`src/rtl/fst_pkg.sv`:
```
// Shared types and constants for the format string tokenizer.
// No dependencies; imported by every module of the block.
package fst_pkg;

  localparam int QUEUE_DEPTH = 4;
  localparam int QPTR_W      = $clog2(QUEUE_DEPTH);

  // result kinds
  localparam logic [3:0] K_LIT      = 4'd0;
  localparam logic [3:0] K_CONV     = 4'd1;
  localparam logic [3:0] K_WOVF     = 4'd2;
  localparam logic [3:0] K_POVF     = 4'd3;
  localparam logic [3:0] K_BADESC   = 4'd4;
  localparam logic [3:0] K_OCTOVF   = 4'd5;
  localparam logic [3:0] K_BADCONV  = 4'd6;
  localparam logic [3:0] K_OPENESC  = 4'd7;
  localparam logic [3:0] K_OPENSPEC = 4'd8;

  // one full result record
  typedef struct packed {
    logic [3:0]  kind;
    logic [7:0]  data;
    logic [3:0]  conv;
    logic [4:0]  flags;
    logic [30:0] width;
    logic [31:0] prec;
  } rec_t;

  // queue word: results of one input byte; a second result is never a conversion
  typedef struct packed {
    rec_t       first;
    logic [3:0] kind2;
    logic [7:0] data2;
    logic       two;
  } entry_t;

endpackage

```
`src/rtl/fst_front.sv`:
```
// Front end: one byte per cycle while accept is high; builds the queue word.
// Depends on fst_pkg.
module fst_front (
  input  logic           clk,
  input  logic           rst,
  input  logic           accept,
  input  logic [7:0]     ch,
  input  logic           end_of_format,
  output logic           wr_en,
  output fst_pkg::entry_t wr_data
);
  import fst_pkg::*;

  localparam logic [3:0] PH_NORMAL    = 4'd0;
  localparam logic [3:0] PH_ESCAPE    = 4'd1;
  localparam logic [3:0] PH_OCT2      = 4'd2;
  localparam logic [3:0] PH_OCT3      = 4'd3;
  localparam logic [3:0] PH_FLAGS     = 4'd4;
  localparam logic [3:0] PH_WIDTH     = 4'd5;
  localparam logic [3:0] PH_WIDTH_SAT = 4'd6;
  localparam logic [3:0] PH_PREC      = 4'd7;
  localparam logic [3:0] PH_PREC_SAT  = 4'd8;
  localparam logic [3:0] PH_DRAIN     = 4'd9;

  localparam logic [34:0] SAT_MAX = 35'h07FFFFFFF;

  logic [3:0]  phase, phase_next;
  logic [7:0]  oct, oct_next;
  logic [4:0]  flags, flags_next;
  logic [30:0] wacc, wacc_next;
  logic [31:0] pacc, pacc_next;

  logic [1:0]  n;
  entry_t      e;
  logic        do_normal;
  logic        fin;
  logic        is_dig;
  logic        is_oct;
  logic [34:0] wt;
  logic [34:0] pt;
  logic [8:0]  ov;
  logic        conv_hit;
  logic [3:0]  conv_code;

  always_comb begin
    is_dig = (ch >= 8'h30) && (ch <= 8'h39);
    is_oct = (ch >= 8'h30) && (ch <= 8'h37);
    wt = ({4'b0, wacc} << 3) + ({4'b0, wacc} << 1) + {31'b0, ch[3:0]};
    pt = ({4'b0, pacc[30:0]} << 3) + ({4'b0, pacc[30:0]} << 1) + {31'b0, ch[3:0]};
    ov = {oct[5:0], ch[2:0]};
    conv_hit = 1'b1;
    unique case (ch)
      8'h62:   conv_code = 4'd0; // b
      8'h64:   conv_code = 4'd1; // d
      8'h69:   conv_code = 4'd2; // i
      8'h75:   conv_code = 4'd3; // u
      8'h6F:   conv_code = 4'd4; // o
      8'h78:   conv_code = 4'd5; // x
      8'h58:   conv_code = 4'd6; // X
      8'h63:   conv_code = 4'd7; // c
      8'h73:   conv_code = 4'd8; // s
      default: begin
        conv_code = 4'd0;
        conv_hit  = 1'b0;
      end
    endcase
  end

  always_comb begin
    phase_next = phase;
    oct_next   = oct;
    flags_next = flags;
    wacc_next  = wacc;
    pacc_next  = pacc;
    e          = '0;
    n          = 2'd0;
    do_normal  = 1'b0;
    fin        = 1'b0;

    if (phase == PH_DRAIN) begin
      if (end_of_format) begin
        phase_next = PH_NORMAL;
      end
    end else begin
      unique case (phase)
        PH_NORMAL: do_normal = 1'b1;
        PH_ESCAPE: begin
          phase_next   = PH_NORMAL;
          n            = 2'd1;
          e.first.kind = K_LIT;
          if (is_oct) begin
            oct_next   = {5'b0, ch[2:0]};
            phase_next = PH_OCT2;
            n          = 2'd0;
          end else begin
            unique case (ch)
              8'h5C:   e.first.data = 8'h5C;
              8'h61:   e.first.data = 8'd7;
              8'h62:   e.first.data = 8'd8;
              8'h66:   e.first.data = 8'd12;
              8'h6E:   e.first.data = 8'd10;
              8'h72:   e.first.data = 8'd13;
              8'h74:   e.first.data = 8'd9;
              8'h76:   e.first.data = 8'd11;
              default: begin
                e.first.kind = K_BADESC;
                e.first.data = ch;
                phase_next   = PH_DRAIN;
              end
            endcase
          end
        end
        PH_OCT2, PH_OCT3: begin
          if (is_oct) begin
            if (ov[8]) begin
              e.first.kind = K_OCTOVF;
              n            = 2'd1;
              oct_next     = 8'd0;
              phase_next   = PH_DRAIN;
            end else if (phase == PH_OCT2) begin
              oct_next   = ov[7:0];
              phase_next = PH_OCT3;
            end else begin
              e.first.kind = K_LIT;
              e.first.data = ov[7:0];
              n            = 2'd1;
              oct_next     = 8'd0;
              phase_next   = PH_NORMAL;
            end
          end else begin
            // digit run ended early: flush, then treat the byte as plain text
            e.first.kind = K_LIT;
            e.first.data = oct;
            n            = 2'd1;
            oct_next     = 8'd0;
            phase_next   = PH_NORMAL;
            do_normal    = 1'b1;
          end
        end
        PH_FLAGS: begin
          unique case (ch)
            8'h2D:   flags_next = flags | 5'b00001;
            8'h2B:   flags_next = flags | 5'b00010;
            8'h20:   flags_next = flags | 5'b00100;
            8'h23:   flags_next = flags | 5'b01000;
            8'h30:   flags_next = flags | 5'b10000;
            8'h2E: begin
              pacc_next  = 32'd0;
              phase_next = PH_PREC;
            end
            default: begin
              if (is_dig) begin
                phase_next = PH_WIDTH;
                if (wt > SAT_MAX) begin
                  wacc_next    = SAT_MAX[30:0];
                  e.first.kind = K_WOVF;
                  n            = 2'd1;
                  phase_next   = PH_WIDTH_SAT;
                end else begin
                  wacc_next = wt[30:0];
                end
              end else begin
                fin = 1'b1;
              end
            end
          endcase
        end
        PH_WIDTH, PH_WIDTH_SAT: begin
          if (is_dig) begin
            if (phase == PH_WIDTH) begin
              if (wt > SAT_MAX) begin
                wacc_next    = SAT_MAX[30:0];
                e.first.kind = K_WOVF;
                n            = 2'd1;
                phase_next   = PH_WIDTH_SAT;
              end else begin
                wacc_next = wt[30:0];
              end
            end
          end else if (ch == 8'h2E) begin
            pacc_next  = 32'd0;
            phase_next = PH_PREC;
          end else begin
            fin = 1'b1;
          end
        end
        PH_PREC, PH_PREC_SAT: begin
          if (is_dig) begin
            if (phase == PH_PREC) begin
              if (pt > SAT_MAX) begin
                pacc_next    = {1'b0, SAT_MAX[30:0]};
                e.first.kind = K_POVF;
                n            = 2'd1;
                phase_next   = PH_PREC_SAT;
              end else begin
                pacc_next = {1'b0, pt[30:0]};
              end
            end
          end else begin
            fin = 1'b1;
          end
        end
        default: begin
          phase_next = PH_NORMAL;
          do_normal  = 1'b1;
        end
      endcase

      if (do_normal) begin
        if (ch == 8'h5C) begin
          phase_next = PH_ESCAPE;
        end else if (ch == 8'h25) begin
          phase_next = PH_FLAGS;
        end else begin
          if (n == 2'd0) begin
            e.first.kind = K_LIT;
            e.first.data = ch;
          end else begin
            e.kind2 = K_LIT;
            e.data2 = ch;
          end
          n = n + 2'd1;
        end
      end

      if (fin) begin
        n = 2'd1;
        if (ch == 8'h25) begin
          e.first.kind = K_LIT;
          e.first.data = 8'h25;
          phase_next   = PH_NORMAL;
        end else if (conv_hit) begin
          e.first.kind  = K_CONV;
          e.first.conv  = conv_code;
          e.first.flags = flags;
          e.first.width = wacc;
          e.first.prec  = pacc;
          phase_next    = PH_NORMAL;
        end else begin
          e.first.kind = K_BADCONV;
          e.first.data = ch;
          phase_next   = PH_DRAIN;
        end
        flags_next = 5'd0;
        wacc_next  = 31'd0;
        pacc_next  = '1;
      end

      if (end_of_format) begin
        priority if (phase_next == PH_OCT2 || phase_next == PH_OCT3) begin
          if (n == 2'd0) begin
            e.first.kind = K_LIT;
            e.first.data = oct_next;
          end else begin
            e.kind2 = K_LIT;
            e.data2 = oct_next;
          end
          n = n + 2'd1;
        end else if (phase_next == PH_ESCAPE) begin
          if (n == 2'd0) begin
            e.first.kind = K_OPENESC;
          end else begin
            e.kind2 = K_OPENESC;
          end
          n = n + 2'd1;
        end else if (phase_next == PH_FLAGS || phase_next == PH_WIDTH ||
                     phase_next == PH_WIDTH_SAT || phase_next == PH_PREC ||
                     phase_next == PH_PREC_SAT) begin
          if (n == 2'd0) begin
            e.first.kind = K_OPENSPEC;
          end else begin
            e.kind2 = K_OPENSPEC;
          end
          n = n + 2'd1;
        end else begin
          n = n;
        end
      end
    end

    // end of string: everything back to its reset value
    if (end_of_format) begin
      phase_next = PH_NORMAL;
      oct_next   = 8'd0;
      flags_next = 5'd0;
      wacc_next  = 31'd0;
      pacc_next  = '1;
    end

    e.two = (n == 2'd2);
  end

  assign wr_en   = accept && (n != 2'd0);
  assign wr_data = e;

  always_ff @(posedge clk) begin
    if (rst) begin
      phase <= PH_NORMAL;
      oct   <= 8'd0;
      flags <= 5'd0;
      wacc  <= 31'd0;
      pacc  <= '1;
    end else if (accept) begin
      phase <= phase_next;
      oct   <= oct_next;
      flags <= flags_next;
      wacc  <= wacc_next;
      pacc  <= pacc_next;
    end
  end

endmodule

```
`src/rtl/fst_queue.sv`:
```
// Short word queue between the parser and the result side.
// Depends on fst_pkg (entry_t, QUEUE_DEPTH).
module fst_queue (
  input  logic            clk,
  input  logic            rst,
  input  logic            wr_en,
  input  fst_pkg::entry_t wr_data,
  input  logic            rd_en,
  output fst_pkg::entry_t rd_data,
  output logic            q_full,
  output logic            q_empty
);
  import fst_pkg::*;

  entry_t            mem [QUEUE_DEPTH];
  logic [QPTR_W-1:0] wr_ptr;
  logic [QPTR_W-1:0] rd_ptr;
  logic [QPTR_W:0]   count;
  logic              do_wr;
  logic              do_rd;

  assign q_full  = (count == (QPTR_W+1)'(QUEUE_DEPTH));
  assign q_empty = (count == '0);
  assign do_wr   = wr_en && !q_full;
  assign do_rd   = rd_en && !q_empty;
  assign rd_data = mem[rd_ptr];

  always_ff @(posedge clk) begin
    if (do_wr) begin
      mem[wr_ptr] <= wr_data;
    end
  end

  always_ff @(posedge clk) begin
    if (rst) begin
      wr_ptr <= '0;
      rd_ptr <= '0;
      count  <= '0;
    end else begin
      if (do_wr) begin
        wr_ptr <= wr_ptr + 1'b1;
      end
      if (do_rd) begin
        rd_ptr <= rd_ptr + 1'b1;
      end
      if (do_wr && !do_rd) begin
        count <= count + 1'b1;
      end else if (do_rd && !do_wr) begin
        count <= count - 1'b1;
      end
    end
  end

endmodule

```
`src/rtl/fst_back.sv`:
```
// Result side: hands out the one or two results held in each queue word.
// Depends on fst_pkg.
module fst_back (
  input  logic                   clk,
  input  logic                   rst,
  input  fst_pkg::entry_t        head,
  input  logic                   q_empty,
  output logic                   q_pop,
  input  logic                   pop,
  output logic                   empty,
  output logic [3:0]             kind,
  output logic [7:0]             out_byte,
  output logic [3:0]             conversion,
  output logic                   left_justify,
  output logic                   plus_sign,
  output logic                   space_sign,
  output logic                   alternate_form,
  output logic                   zero_pad,
  output logic [30:0]            min_width,
  output logic signed [31:0]     precision,
  output logic                   last_of_run
);
  import fst_pkg::*;

  logic sel;   // 1: second result of the head word is showing
  logic taken;

  assign empty = q_empty;
  assign taken = pop && !q_empty;
  assign q_pop = taken && (sel || !head.two);

  assign kind           = sel ? head.kind2 : head.first.kind;
  assign out_byte       = sel ? head.data2 : head.first.data;
  assign conversion     = sel ? 4'd0 : head.first.conv;
  assign left_justify   = !sel && head.first.flags[0];
  assign plus_sign      = !sel && head.first.flags[1];
  assign space_sign     = !sel && head.first.flags[2];
  assign alternate_form = !sel && head.first.flags[3];
  assign zero_pad       = !sel && head.first.flags[4];
  assign min_width      = sel ? 31'd0 : head.first.width;
  assign precision      = sel ? 32'sd0 : $signed(head.first.prec);
  assign last_of_run    = sel || !head.two;

  always_ff @(posedge clk) begin
    if (rst) begin
      sel <= 1'b0;
    end else if (taken) begin
      sel <= !sel && head.two;
    end
  end

endmodule

```
`src/rtl/format_string_tokenizer_core.sv`:
```
// Format string tokenizer: top level.
// Instantiates fst_front, fst_queue and fst_back; depends on fst_pkg.
//
// Input side: one format byte a word, with end_of_format on the last byte.
// A word is taken on a rising edge with push high and full low.
// Result side: the oldest result sits on the ports while empty is low and
// is taken on a rising edge with pop high.
// Each byte is parsed in the cycle it is taken; its results (one or two)
// go into a four-word queue as one word (a byte with none writes none).
// A word written to an empty queue shows on the result ports next cycle.
// Input throughput is one byte per cycle while the queue has room. The
// result side gives one result per cycle while pop is high, so the two
// results of a byte go out one at a time; the queue absorbs such bursts.
// If pop stays low the queue fills and full rises; parsing state holds.
// Reset (rst, synchronous) empties the queue and returns the parser to
// plain text with no pending escape or specifier.
module format_string_tokenizer_core (
  input  logic               clk,
  input  logic               rst,
  input  logic [7:0]         ch,
  input  logic               end_of_format,
  input  logic               push,
  output logic               full,
  output logic               empty,
  input  logic               pop,
  output logic [3:0]         kind,
  output logic [7:0]         out_byte,
  output logic [3:0]         conversion,
  output logic               left_justify,
  output logic               plus_sign,
  output logic               space_sign,
  output logic               alternate_form,
  output logic               zero_pad,
  output logic [30:0]        min_width,
  output logic signed [31:0] precision,
  output logic               last_of_run
);
  import fst_pkg::*;

  logic   accept;
  logic   wr_en;
  entry_t wr_data;
  entry_t head;
  logic   q_full;
  logic   q_empty;
  logic   q_pop;

  assign full   = q_full;
  assign accept = push && !q_full;

  fst_front u_front (
    .clk           (clk),
    .rst           (rst),
    .accept        (accept),
    .ch            (ch),
    .end_of_format (end_of_format),
    .wr_en         (wr_en),
    .wr_data       (wr_data)
  );

  fst_queue u_queue (
    .clk     (clk),
    .rst     (rst),
    .wr_en   (wr_en),
    .wr_data (wr_data),
    .rd_en   (q_pop),
    .rd_data (head),
    .q_full  (q_full),
    .q_empty (q_empty)
  );

  fst_back u_back (
    .clk            (clk),
    .rst            (rst),
    .head           (head),
    .q_empty        (q_empty),
    .q_pop          (q_pop),
    .pop            (pop),
    .empty          (empty),
    .kind           (kind),
    .out_byte       (out_byte),
    .conversion     (conversion),
    .left_justify   (left_justify),
    .plus_sign      (plus_sign),
    .space_sign     (space_sign),
    .alternate_form (alternate_form),
    .zero_pad       (zero_pad),
    .min_width      (min_width),
    .precision      (precision),
    .last_of_run    (last_of_run)
  );

endmodule

```
`config.mk`:
```
export PLATFORM = sky130hd
export DESIGN_NAME = format_string_tokenizer_core
export DESIGN_NICKNAME = d
export VERILOG_FILES = /design/src/rtl/fst_pkg.sv /design/src/rtl/fst_front.sv /design/src/rtl/fst_queue.sv /design/src/rtl/fst_back.sv /design/src/rtl/format_string_tokenizer_core.sv
export SDC_FILE = /design/constraint.sdc
export NUM_CORES = 1
export LEC_CHECK = 0
export BUFFER_PORTS_ARGS = -buffer_cell sky130_fd_sc_hd__buf_4
export CORE_ASPECT_RATIO = 1.2
export CORE_MARGIN = 4
export CORE_UTILIZATION = 54
export CTS_CLUSTER_SIZE = 16
export DETAILED_ROUTE_END_ITERATION = 8
export PLACE_DENSITY_LB_ADDON = 0.12
export SLEW_MARGIN = 20
export SYNTH_ARGS = -nofsm -noshare
export SYNTH_HDL_FRONTEND = slang
export SYNTH_SLANG_ARGS = --single-unit
export TNS_END_PERCENT = 10
```
`constraint.sdc`:
```
create_clock -name clk -period 7.9 [get_ports clk]
set_input_delay 0 -clock clk [delete_from_list [all_inputs] [get_ports clk]]
set_output_delay 0 -clock clk [all_outputs]
set_load 0.005 [all_outputs]
```
Word level (Yosys, flattened, before mapping)
Memories as Yosys holds them, arrays and structs flattened. A register that Yosys moved wholly into a read port is not among the register bits.
Index checks and enable logic that the tools add are counted.
- output and inout bits: 87
- input port bits: 13
- RAM bits: 388
- memories kept: 1
- flip-flop bits (word level): 88
- word-level logic and storage cells: 295
- $lt $le $gt $ge: 5
- muxes and demuxes: 153
- equality and inequality tests: 55
- reduce and logical (&&, ||, !) cells: 58
- add/subtract/negate cells: 10
- memories (memory ; depth ; bits a word ; read ports ; clocked after Yosys merged registers in ; write ports ; line ; text):
    u_queue.mem ; 4 ; 97 ; 1 ; 1 ; 1 ; fst_queue.sv:15 ; entry_t mem [QUEUE_DEPTH];
- operators with widths (operator ; count):
    2-to-1 mux 31 bit ; 10
    2-to-1 mux 32 bit ; 8
    2-to-1 mux 12 bit ; 16
    2-to-1 mux 4 bit ; 39
    2-to-1 mux 72 bit ; 2
    == test 8 x 7 -> 1 bit, second input constant ; 16
    2-to-1 mux 8 bit ; 13
    2-to-1 mux 96 bit ; 1
    case mux 32 bit (3 select lines) ; 1
    2-to-1 mux 84 bit ; 1
    adder 34 x 32 -> 35 bit ; 2
    adder 35 x 4 -> 35 bit ; 2
    > comparator 35 x 31 -> 1 bit, second input constant ; 2
    case mux 8 bit (8 select lines) ; 1
    case mux 31 bit (2 select lines) ; 1
    == test 8 x 6 -> 1 bit, second input constant ; 7
    2-to-1 mux 2 bit ; 25
    AND reduction 8 bit ; 5
    == test 4 x 3 -> 1 bit, second input constant ; 8
    case mux 4 bit (8 select lines) ; 1
    case mux 8 bit (2 select lines) ; 2
    case mux 5 bit (5 select lines) ; 1
    case mux 4 bit (6 select lines) ; 1
    2-to-1 mux 11 bit ; 2
    41 further kinds ; 114

Longest topological paths before layout
- depth after elaboration: 29
- mapped depth: 28
- mapped depth without buffers: 27

Hierarchy
From an unflattened synthesis, not the netlist that was laid out.
- cells, all modules: 1975
- area total of the unflattened synthesis: 24756.2 µm²
- by module, submodules not included (module ; instances ; cells each ; area an instance (µm²)):
    fst_queue ; 1 ; 555 ; 14457.6
    fst_front ; 1 ; 1318 ; 9589.2
    fst_back ; 1 ; 101 ; 695.7
    format_string_tokenizer_core ; 1 ; 1 ; 13.8

Worst setup path before layout
Ideal clock, no wire load.
- path kind: register to register
- start: register u_front.pacc[0]
- end: memory u_queue.mem[0][0] (netlist bit) (enable)
- path buffers: 0
- stages on the path, launching flop included: 23
- arrival: 6433 ps
- path slack: 1003 ps
- setup time: 464 ps
- clock period less this slack: 6897 ps
- data required time: 7436 ps
- cells stage by stage: dfxtp_1 > inv_1 > fa_1 > inv_1 > ha_1 > a211oi_1 > o211ai_1 > a21oi_1 > o211ai_1 > a21boi_1 > o31ai_1 > xor2_1 > o21ai_1 > nand3_1 > ha_1 > nor2_1 > a41oi_1 > nor2_1 > ha_1 > nor2_1 > a21oi_1 > mux2_4 > and2_1
- word-level cells in the longest chain between the ends: 27
- elaborated cells between the ends (all ways): 47
- those cells by class: 4 x add/sub; 1 x order compare; 8 x eq/ne; 26 x mux; 8 x reduce/logical
- ends and longest elaborated chain (element ; line ; text):
    from (decl) ; fst_front.sv:31 ; logic [31:0] pacc, pacc_next;
    from (signal assigned) ; fst_front.sv:308 ; pacc <= pacc_next;
    adder 34 x 32 -> 35 bit (*) ; fst_front.sv:49 ; pt = ({4'b0, pacc[30:0]} << 3) + ({4'b0, pacc[30:0]} << 1) + {31'b0, ch[3:0]};
    adder 35 x 4 -> 35 bit (*) ; fst_front.sv:49 ;
    > comparator 35 x 31 -> 1 bit (*) ; fst_front.sv:190 ; if (pt > SAT_MAX) begin
    parallel branches: the longest is 17 deep, another holds adder 2 x 1 -> 2 bit ; n/a ;
    2-to-1 mux 2 bit (*) ; fst_front.sv:249 ; if (end_of_format) begin
    2-to-1 mux 2 bit (*) ; fst_front.sv:80 ; if (phase == PH_DRAIN) begin
    nonzero test 2 bit (*) ; fst_front.sv:293 ; assign wr_en = accept && (n != 2'd0);
    logical AND 1 bit (*) ; fst_front.sv:293 ;
    logical AND 1 bit (*) ; fst_queue.sv:24 ; assign do_wr = wr_en && !q_full;
    net u_queue.do_wr ; fst_queue.sv:19 ; logic do_wr;
    2-to-1 mux 1 bit (*) ; fst_queue.sv:29 ; if (do_wr) begin
    2-to-1 mux 1 bit (not written as such) (*) ; fst_queue.sv:30 ; mem[wr_ptr] <= wr_data;
    to (decl) ; fst_queue.sv:15 ;
Mark *: on every way through the listed nets, which the timed path passes. The select of a mux whose other input is x is not followed.

Worst setup path after layout
- start: input ch[3]
- end: register u_queue.count[2]
- word-level cells in the longest chain between the ends: 27
- elaborated cells between the ends (all ways): 112
- those cells by class: 4 x add/sub; 5 x order compare; 31 x eq/ne; 54 x mux; 18 x reduce/logical
- ends and longest elaborated chain (element ; line ; text):
    from (decl) ; format_string_tokenizer_core.sv:20 ; input logic [7:0] ch,
    parallel branches: the longest is 19 deep, another holds adder 35 x 4 -> 35 bit ; n/a ;
    2-to-1 mux 2 bit (*) ; fst_front.sv:249 ;
    2-to-1 mux 2 bit (*) ; fst_front.sv:80 ;
    nonzero test 2 bit (*) ; fst_front.sv:293 ;
    logical AND 1 bit (*) ; fst_front.sv:293 ;
    logical AND 1 bit (*) ; fst_queue.sv:24 ;
    net u_queue.do_wr ; fst_queue.sv:19 ;
    logical NOT 1 bit ; fst_queue.sv:48 ; end else if (do_rd && !do_wr) begin
    logical AND 1 bit ; fst_queue.sv:48 ;
    nonzero test 2 bit (no source line) ; n/a ;
    to (signal assigned) ; fst_queue.sv:47 ; count <= count + 1'b1;
    to (signal assigned) ; fst_queue.sv:49 ; count <= count - 1'b1;
    to (decl) ; fst_queue.sv:18 ; logic [QPTR_W:0] count;
Marked as above.
A chain may end at the register's enable or synchronous reset.

==> results.cfg <==
[outcome]
status = complete, no violations

[sta]
hold_ws_ns = 0.0280
tightest_slew_ns = 1.03
skew_ns = 0.0135
slew_headroom = 0.314
fin_crit_ns = 6.66
finalSetupTns_ns = 0
maxSlewViolCount = 0
hold_viol_final = 0
max_freq_mhz = 150
rsz0062_at_grt = false
min_period_over_period = 0.843
setup_viol = 0

[synthesis]
synth_nets = 2113
synth_top_area_frac = 0.471
syn-instance-count = 1966
yosysSeqAreaShare = 0.545
ys.warnings.count = 0
syn_area_um2 = 24200
synth_most_common_cell = edfxtp_1
synth_ff_type = edfxtp_1
async_flop_share = 0
ys_ff_latch = 470
synth_area_per_cell_um2 = 12.3
synth_common_cells = edfxtp_1, a21oi_1, ha_1
synth_area_leaders = edfxtp_1, mux4_2, dfxtp_1
synth_edf_count = 380
ys_types = 80
yosysTopAreaCell = edfxtp_1

[place]
portBuffers = 99
post-place-cells = 2535
gp_congestion = 0.920
dp_hpwl_mm = 36.7
postPlaceCellArea_um2 = 25500

[die]
core_area_um2 = 44100
fp-row-count = 84
initial_core_util = 0.549
die_h_um = 240
die_area_um2 = 48300
io_pins = 100
fp.dieW_um = 201

[setup_path]
start_kind = input pin
crit_fanout = 34
crit_slowest_cell = fa_1
crit_path_end = u_queue.count[2]$_SDFFE_PP0P_
r2r-end = u_queue.count[2]$_SDFFE_PP0P_
crit_start = ch[3]
path_class = input pin to flop
worst_setup_path_end_kind = flop
cp.required_ns = 8.40
crit_top_cell = ha_1
worstRegToRegCells = 27
cpPeakStageDelay_ns = 0.64
r2r-start = u_front.wacc[0]$_SDFFE_PP0P_
cp.arrival_ns = 7.16
reg2reg_slack_ns = 1.32

[grt]
grt_usage = 0.228
grt_pass1_vias = 16700
grt_pass1_wl_mm = 89.3
antenna_found_initial = 2
gr-total-overflow = 0
grt_start_max_net_pins = 87

[clock_network]
clockBufferDepth = 3
h-tree-depth = 2
post_cts_buffers = 0
cts_tree = built
cts.sinks = 470
clkSlewWorstSetupHoldPaths_ns = 0.06
ctsRootBufferMaster = clkbuf_16
insertion_delay_ns = 0.58
cts_hold_buf = 7
cts_made_buffers = 46
cts_resized = 0

[drt]
drcViolationCount = 0
ant_nets = 0
viasPerCell = 6.14
drt_iter0_markers = 1241
drtPass1Iterations = 5
vias = 16200
wl_per_cell_um = 21.0
routed_wl_mm = 55.2

[power]
power_uw = 7140
p_int_uw = 5150
clkPwrFrac = 0.311
swShare = 0.278
p_leak_uw = 0.0103
power_switching_uw = 1990
p_comb_frac = 0.267
powerDensity_nw_per_um2 = 263
p_seq_frac = 0.422
ir_drop_v = 0.000200

[run]
cap_violations = 0

[layout]
drive_above_1_share = 0.165
fin_nets = 2178
area.growth.synth_to_final_pct = 12.1
fillCellCount = 3500
finalNonFillerCells = 2629
final_area_um2 = 27200

[worst_hold_path]
hold_start = rst
hold_class = input pin to flop
[through the flow]
stage	util	setup WS (ns)
3_5_place_dp	0.578	1.19
3_3_place_gp	0.578	1.37
2_1_floorplan	-	1.00
4_1_cts	0.615	1.24
5_1_grt	0.615	0.714
6_report	0.615	1.24
[worst max-delay path, delay by kind of cell]
family | cells | cell delay [ns]
buf+inv | 5 | 1.15
mux | 2 | 0.54
xor+xnor | 1 | 0.18
compound gates | 6 | 1.20
fa+ha+maj | 6 | 2.25
simple gates | 9 | 1.81
[sequential cells by signal (all words and copies together), names as in the netlist, 2 cells and up, named ones only]
register        cells
u_front.flags       5
u_front.oct         8
u_front.pacc       32
u_front.phase       4
u_front.wacc       31
u_queue.count       3
u_queue.mem       380
u_queue.rd_ptr      2
u_queue.wr_ptr      2
[routing by layer]
layer  track usage  up-vias  wire (um)
li1              -     7664          -
met1         0.294     8040      23600
met2         0.410      362      28300
met3        0.0318       85       2160
met4        0.0578        2       1200
met5             0        -         20
[cell type report]
| class | count | area [um^2] | share of cell area |
|---|---|---|---|
| Sequential cell | 470 | 13200 | 0.487 |
| Multi-Input combinational cell | 1342 | 10500 | 0.386 |
| Clock buffer | 61 | 1300 | 0.0479 |
| Timing Repair Buffer | 127 | 1020 | 0.0376 |
| Tap cell | 559 | 699 | 0.0258 |
| Clock inverter | 25 | 254 | 0.00935 |
| Inverter | 44 | 165 | 0.00608 |
| Antenna cell | 1 | 2.50 | 0.0000921 |
[power by group through the flow]
stage                     registers, uW  clock network [uW]  logic [uW]
after global placement             3060                   0        1930
after detailed placement           3080                   0        1930
final                              3020                2220        1910
after floorplan                    3020                   0        1300
after global routing               3040                2380        2110
after CTS                          3020                2260        1950
[logic make-up after synthesis]
group / share of synthesized area
AOI/OAI and AO/OA: 0.119
xor gates and xnor gates: 0.0210
adders and majority gates: 0.0708
buffers and inverters: 0.0244
DFF: 0.545
muxes: 0.0959
and+or+nand+nor: 0.123
[how the worst min path moves through the flow]
stage	endpoint	slack [ns]	cells after the start
2_1_floorplan	u_back.sel$_SDFFE_PP0P_	0.23	3
3_3_place_gp	u_back.sel$_SDFFE_PP0P_	0.32	4
3_5_place_dp	u_back.sel$_SDFFE_PP0P_	0.33	4
4_1_cts	u_queue.rd_ptr[0]$_SDFFE_PP0P_	0.04	2
5_1_grt	u_front.oct[5]$_SDFFE_PP0P_	0.07	2
6_report	u_queue.rd_ptr[0]$_SDFFE_PP0P_	0.03	2
[placed cells by master (no fill, tap or decap), types with 11 or more instances in the layout]
cell type	count
buf_4	116
ha_1	129
mux4_2	95
clkinv_2	13
nand4_1	11
nor2_1	122
nand2b_1	27
nor3_1	24
xnor2_1	31
xor2_1	27
a21o_1	20
a22o_1	14
inv_1	43
a21oi_1	168
o21ai_0	102
dfxtp_1	87
edfxtp_1	380
a211oi_1	13
clkbuf_16	49
and2_1	11
nand3_1	33
nor2b_1	87
nand2_1	119
o211ai_1	34
a31oi_1	13
a22oi_1	15
and3_1	82
Power figures use the tool's default switching activity.
